## config.mk

```make
export PLATFORM = sky130hd
export DESIGN_NAME = msu_queue
export DESIGN_NICKNAME = d
export VERILOG_FILES = /design/src/rtl/mapped_image_sampler_unit_macros.svh /design/src/rtl/msu_pkg.sv /design/src/rtl/msu_queue.sv
export SDC_FILE = /design/constraint.sdc
export NUM_CORES = 1
export LEC_CHECK = 0
export ABC_AREA = 1
export ABC_CLOCK_PERIOD_IN_PS = 3150
export BUFFER_PORTS_ARGS = -buffer_cell sky130_fd_sc_hd__buf_4
export CORE_ASPECT_RATIO = 1.5
export CORE_MARGIN = 3
export CORE_UTILIZATION = 57
export CTS_CLUSTER_SIZE = 14
export DETAILED_ROUTE_END_ITERATION = 8
export GPL_ROUTABILITY_DRIVEN = 0
export HOLD_SLACK_MARGIN = 0.05
export PLACE_DENSITY = 0.88
export SLEW_MARGIN = 20
export SYNTH_ARGS = -nofsm -noshare
export SYNTH_HDL_FRONTEND = slang
export SYNTH_SLANG_ARGS = --single-unit
```

## constraint.sdc

```tcl
create_clock -name i_clk -period 3.15 [get_ports i_clk]
set_input_delay 0.4725 -clock i_clk [delete_from_list [all_inputs] [get_ports i_clk]]
set_output_delay 0.4725 -clock i_clk [all_outputs]
set_load 0.02 [all_outputs]
```

## src/rtl/mapped_image_sampler_unit_macros.svh

```systemverilog
// ----------------------------------------------------------------------------
// Assertion macros for the mapped image sampler unit
// Each macro expands to a concurrent assertion on i_clk with i_rst_n as the
// disable condition, or to nothing when SYNTHESIS is defined.
// ----------------------------------------------------------------------------
`ifndef MAPPED_IMAGE_SAMPLER_UNIT_MACROS_SVH
`define MAPPED_IMAGE_SAMPLER_UNIT_MACROS_SVH
`ifndef SYNTHESIS
// Condition must never hold at a clock edge.
`define MSU_ASSERT_NEVER(lbl, cond, msg) \
    lbl: assert property (@(posedge i_clk) disable iff (!i_rst_n) !(cond)) else $error(msg);
// Precondition implies postcondition in the same cycle.
`define MSU_ASSERT_IMPLY(lbl, pre, post, msg) \
    lbl: assert property (@(posedge i_clk) disable iff (!i_rst_n) (pre) |-> (post)) \
        else $error(msg);
`else
`define MSU_ASSERT_NEVER(lbl, cond, msg)
`define MSU_ASSERT_IMPLY(lbl, pre, post, msg)
`endif
`endif

```

## src/rtl/msu_pkg.sv

```systemverilog
// ----------------------------------------------------------------------------
// msu_pkg
// Shared types, codes and constants of the mapped image sampler unit.
// ----------------------------------------------------------------------------
`timescale 1ns / 1ps

package msu_pkg;

    // Default image store geometry
    localparam int DEF_WIDTH  = 256;
    localparam int DEF_HEIGHT = 256;

    // Depth of the queue between front and back
    localparam int Q_DEPTH = 4;

    // Configuration port geometry
    localparam int CFG_IDX_W  = 3;
    localparam int CFG_DATA_W = 32;

    // Input command codes
    typedef enum logic {
        CMD_LOAD   = 1'b0,
        CMD_SAMPLE = 1'b1
    } t_cmd;

    // Sampling method codes
    typedef enum logic {
        METHOD_NEAREST  = 1'b0,
        METHOD_BILINEAR = 1'b1
    } t_method;

    // Register indexes of the configuration port
    typedef enum logic [CFG_IDX_W-1:0] {
        CFG_ORIGIN_X     = 3'd0,
        CFG_ORIGIN_Y     = 3'd1,
        CFG_SCALE        = 3'd2,
        CFG_METHOD       = 3'd3,
        CFG_IMAGE_WIDTH  = 3'd4,
        CFG_IMAGE_HEIGHT = 3'd5
    } t_cfg_idx;

    // Classified work item kinds carried through the queue
    typedef enum logic [1:0] {
        KIND_LOAD    = 2'd0,
        KIND_SAMPLE  = 2'd1,
        KIND_OUTSIDE = 2'd2
    } t_kind;

    // Queue status seen by front and back
    typedef struct packed {
        logic full;
        logic empty;
    } t_q_stat;

    // Configuration reset values
    localparam logic [31:0] RST_ORIGIN   = 32'd0;
    localparam logic [31:0] RST_SCALE    = 32'd65536;
    localparam t_method     RST_METHOD   = METHOD_BILINEAR;
    localparam logic [8:0]  RST_EXTENT   = 9'd256;

    // Queue entry: kind, c0, c1, r0, r1, fx, fy, pixel (lowest bits first)
    function automatic int entry_w(input int cw, input int rw);
        return $bits(t_kind) + 2 * cw + 2 * rw + 16 + 16 + 8;
    endfunction

endpackage

```

## src/rtl/msu_queue.sv

```systemverilog
// ----------------------------------------------------------------------------
// msu_queue
// Short first-in first-out queue of classified entries between the front
// and the back, so that each side stalls on its own.
// ----------------------------------------------------------------------------
`timescale 1ns / 1ps

module msu_queue
    import msu_pkg::*;
#(
    parameter int ENTRY_W = entry_w($clog2(DEF_WIDTH), $clog2(DEF_HEIGHT))
) (
    input  logic               i_clk,
    input  logic               i_rst_n,
    input  logic               i_push,
    input  logic [ENTRY_W-1:0] i_entry,
    input  logic               i_pop,
    output logic [ENTRY_W-1:0] o_entry,
    output t_q_stat            o_stat
);

    localparam int PW   = $clog2(Q_DEPTH);
    localparam int CNTW = $clog2(Q_DEPTH + 1);

    logic [ENTRY_W-1:0] r_slot [Q_DEPTH];
    logic [PW-1:0]      r_wp;
    logic [PW-1:0]      r_rp;
    logic [CNTW-1:0]    r_cnt;
    logic [PW-1:0]      n_wp;
    logic [PW-1:0]      n_rp;

    // Wrap pointers at the queue depth
    assign n_wp = (r_wp == PW'(Q_DEPTH - 1)) ? '0 : r_wp + 1'b1;
    assign n_rp = (r_rp == PW'(Q_DEPTH - 1)) ? '0 : r_rp + 1'b1;

    // Track pointers and fill level
    always_ff @(posedge i_clk) begin
        if (!i_rst_n) begin
            r_wp  <= '0;
            r_rp  <= '0;
            r_cnt <= '0;
        end else begin
            if (i_push) begin
                r_wp <= n_wp;
            end
            if (i_pop) begin
                r_rp <= n_rp;
            end
            if (i_push && !i_pop) begin
                r_cnt <= r_cnt + 1'b1;
            end else if (!i_push && i_pop) begin
                r_cnt <= r_cnt - 1'b1;
            end
        end
    end

    // Store the pushed entry
    always_ff @(posedge i_clk) begin
        if (i_push) begin
            r_slot[r_wp] <= i_entry;
        end
    end

    assign o_entry      = r_slot[r_rp];
    assign o_stat.full  = (r_cnt == CNTW'(Q_DEPTH));
    assign o_stat.empty = (r_cnt == '0);

endmodule

```

==> reports/qor.txt <==
Hold path cells -> 1
Switching power -> 2.01 mW
Post-CTS Setup Inserts -> 0
Skew final -> 0.00699 ns
FFs w/ async S/R, synth -> 0%
Placeable Area -> 19,400 um2
Post-synth EDFFs -> 296
Critical Path Most Common Cell -> buf_4
Clock transition at path regs -> 0.07 ns
CTS tree -> built
Post-synth cell types -> 21
Layout Utilization -> 70.0%
Simple-Gate Fraction of Synth Area -> 5.67%
CTS Buf Count -> 26
Ys Warns -> 0
Final net count -> 1,006
Max-Cap Viols -> 0
Layout area overhead -> 18.8%
Hold Slack -> 0.154 ns
Starting density of the core -> 58.9%
Flop pwr share -> 53.3%
CP max stage delay -> 0.43 ns
Via density -> 5.74
Worst hold path class -> input port to register
Hold_buf cts -> 0
DIE HEIGHT -> 179 um
Least-Margin Pin Slew -> 0.731 ns
Routed length per instance -> 19.1 um
RSZ-0062 raised after global routing -> no
R2R cell count -> 5
Internal -> 6.78 mW
Vias in the first global route -> 6,840
Hold path start -> i_entry[44]
Share of layout cells above drive strength 1 -> 21.9%
Final period util -> 84.2%
Remaining Overflow, GRT -> 0
Synth top area cells -> edfxtp_1, nor2_1, o21ai_0
CP max stage cell -> buf_4
# rows -> 62
Clk sinks -> 305
Syn_nets -> 860
CP endpoint kind -> primary output
Clk pwr share -> 34.3%
Comb pwr share -> 12.4%
Mux cell area share after synthesis -> 0%
CTS max path bufs -> 3
Post-synth top area share -> 77.9%
Minimum clock period -> 2.65 ns
FF-to-FF End -> r_slot[2][7]
Root Driver -> clkbuf_16
Post-CTS sizing -> 0
P per Cell Area -> 647 nW/um2
WP data arrival -> 2.18 ns
Final wirelength -> 22,800 um
Area leader, netlist -> edfxtp_1
Drt pass-1 iters -> 5
GRT Total Usage -> 20.5%
VDD IR max -> 0.725 mV
Largest net degree at the start of global routing -> 149
R2R Path Start -> r_wp[0]
ANT cells -> 0
WP buf/inv -> 3
Die width -> 122 um
Commonest cells in the netlist -> edfxtp_1, nor2_1, o21ai_0
# IOs -> 154
Finish-stage setup viols -> 0
Status -> finished, final reports clean
CP top delay family -> buffers and inverters
Synth Area in XOR/XNOR -> 0.0767%
Post-synthesis sequential area ratio -> 79.4%
H-Tree Depth -> 1
Via Count -> 6,875
Number of port buffers -> 153
Antenna viol nets, final -> 0
Final-layout fill cell count -> 1,249
DIE AREA -> 21,800 um2
Main combinational cell family by area after synthesis -> compound AO/OA/AOI/OAI gates
Post-DP HPWL -> 12,700 um
Initial antenna violation count -> 0
Cell chain of the critical path -> inv_2 -> buf_4 -> o21ai_0 -> o22ai_1 -> buf_4
Syn_area_per_cell -> 14.7 um2
Kind of critical path -> register to primary output
Rel. slew slack -> 51.2%
Synthesized flop and latch total -> 305
Adder-cell share of the synthesized area -> 0.833%
Post-Syn Instances -> 775
Max FO, Critical Path -> 36
Top-count cell post-synth -> edfxtp_1
Post-Route Setup TNS -> 0 ns
Initial drt markers -> 637
Final Hold Fails -> 0
Slew Viols, Final -> 0
Fmax -> 377 MHz
Clock Latency Late Sink -> 0.51 ns
Synth Flop Type -> edfxtp_1
Leakage -> 4.77 nW
Switching share of total power -> 22.9%
Number of remaining DRC errors -> 0
Compound-Gate Fraction of Synth Area -> 10.8%
WHS Endpoint -> r_slot[0][44]
CP required -> 2.68 ns
Flop2flop setup slack -> 1.11 ns
Mapped cell area -> 11,400 um2
CP startpoint kind -> register
First-pass GRT wire length -> 34,700 um
[state kept, by name, summed over array words and instances (netlist names), named ones only]
name	flops
r_cnt	3
r_wp	2
r_rp	2
r_slot	296
[cells in the final DEF, fill, tap and decap left out, types with 4 or more instances in the layout]
cell	synthesis	routed
edfxtp_1	296	296
buf_4	5	161
nor2_1	156	156
o21ai_0	97	97
o22ai_1	74	74
o21ai_1	54	54
clkbuf_16	0	27
clkbuf_1	25	16
inv_1	15	10
nand2_1	8	8
dfxtp_1	9	7
ha_1	6	6
clkinv_2	0	5
buf_12	0	5
nor3_1	4	4
[through the flow]
stage	worst slack, ns	std cells	area (um2)	power [mW]
finish	0.497	1197	13600	8.78
global route	0.409	1197	13600	9.09
CTS	0.489	1197	13600	8.84
detailed placement	1.04	1149	12800	5.86
global placement	1.03	1149	12800	5.83
floorplan	0.697	775	11400	5.38
[worst max-delay path by stage]
stage	depth (start not counted)	startpoint	slack (ns)	to
detailed placement	5	register	1.04	o_entry[67]
finish	5	register	0.50	o_entry[71]
floorplan	3	r_wp[0]	0.70	r_slot[3][0]
global placement	5	register	1.03	o_entry[67]
global route	5	register	0.41	o_entry[66]
CTS	5	register	0.49	o_entry[67]
[layer usage]
metal	vias to the layer above	GRT usage [%]	wire length, um
li1	3197	-	-
met1	3351	24.7	8480
met2	279	36.6	12300
met3	48	3.44	1420
met4	0	8.50	629
met5	-	0	0
[cell type report]
cell class | instances | area (um2) | area share, %
flip-flops and latches | 305 | 9070 | 66.9
multi-input cells | 406 | 1980 | 14.6
repair buffers | 166 | 1310 | 9.65
clock buffers | 46 | 777 | 5.73
well taps | 256 | 320 | 2.36
inverters | 16 | 67.6 | 0.498
clock inverters | 2 | 35.0 | 0.258
[power groups by stage]
stage	logic, mW	registers [mW]	clock network (mW)
final	1.09	4.68	3.01
after global routing	1.18	4.69	3.22
after CTS	1.10	4.68	3.06
after detailed placement	1.09	4.77	0
after global placement	1.07	4.76	0
after floorplan	0.612	4.77	0
[kinds of logic (layout without fill, tap and decap cells)]
group	Yosys count	after routing
simple gates	170	170
fa+ha+maj	7	7
buf+inv	64	230
flops	305	305
compound gates	228	228
xor+xnor	1	1
(Power assumes the default switching activity.)
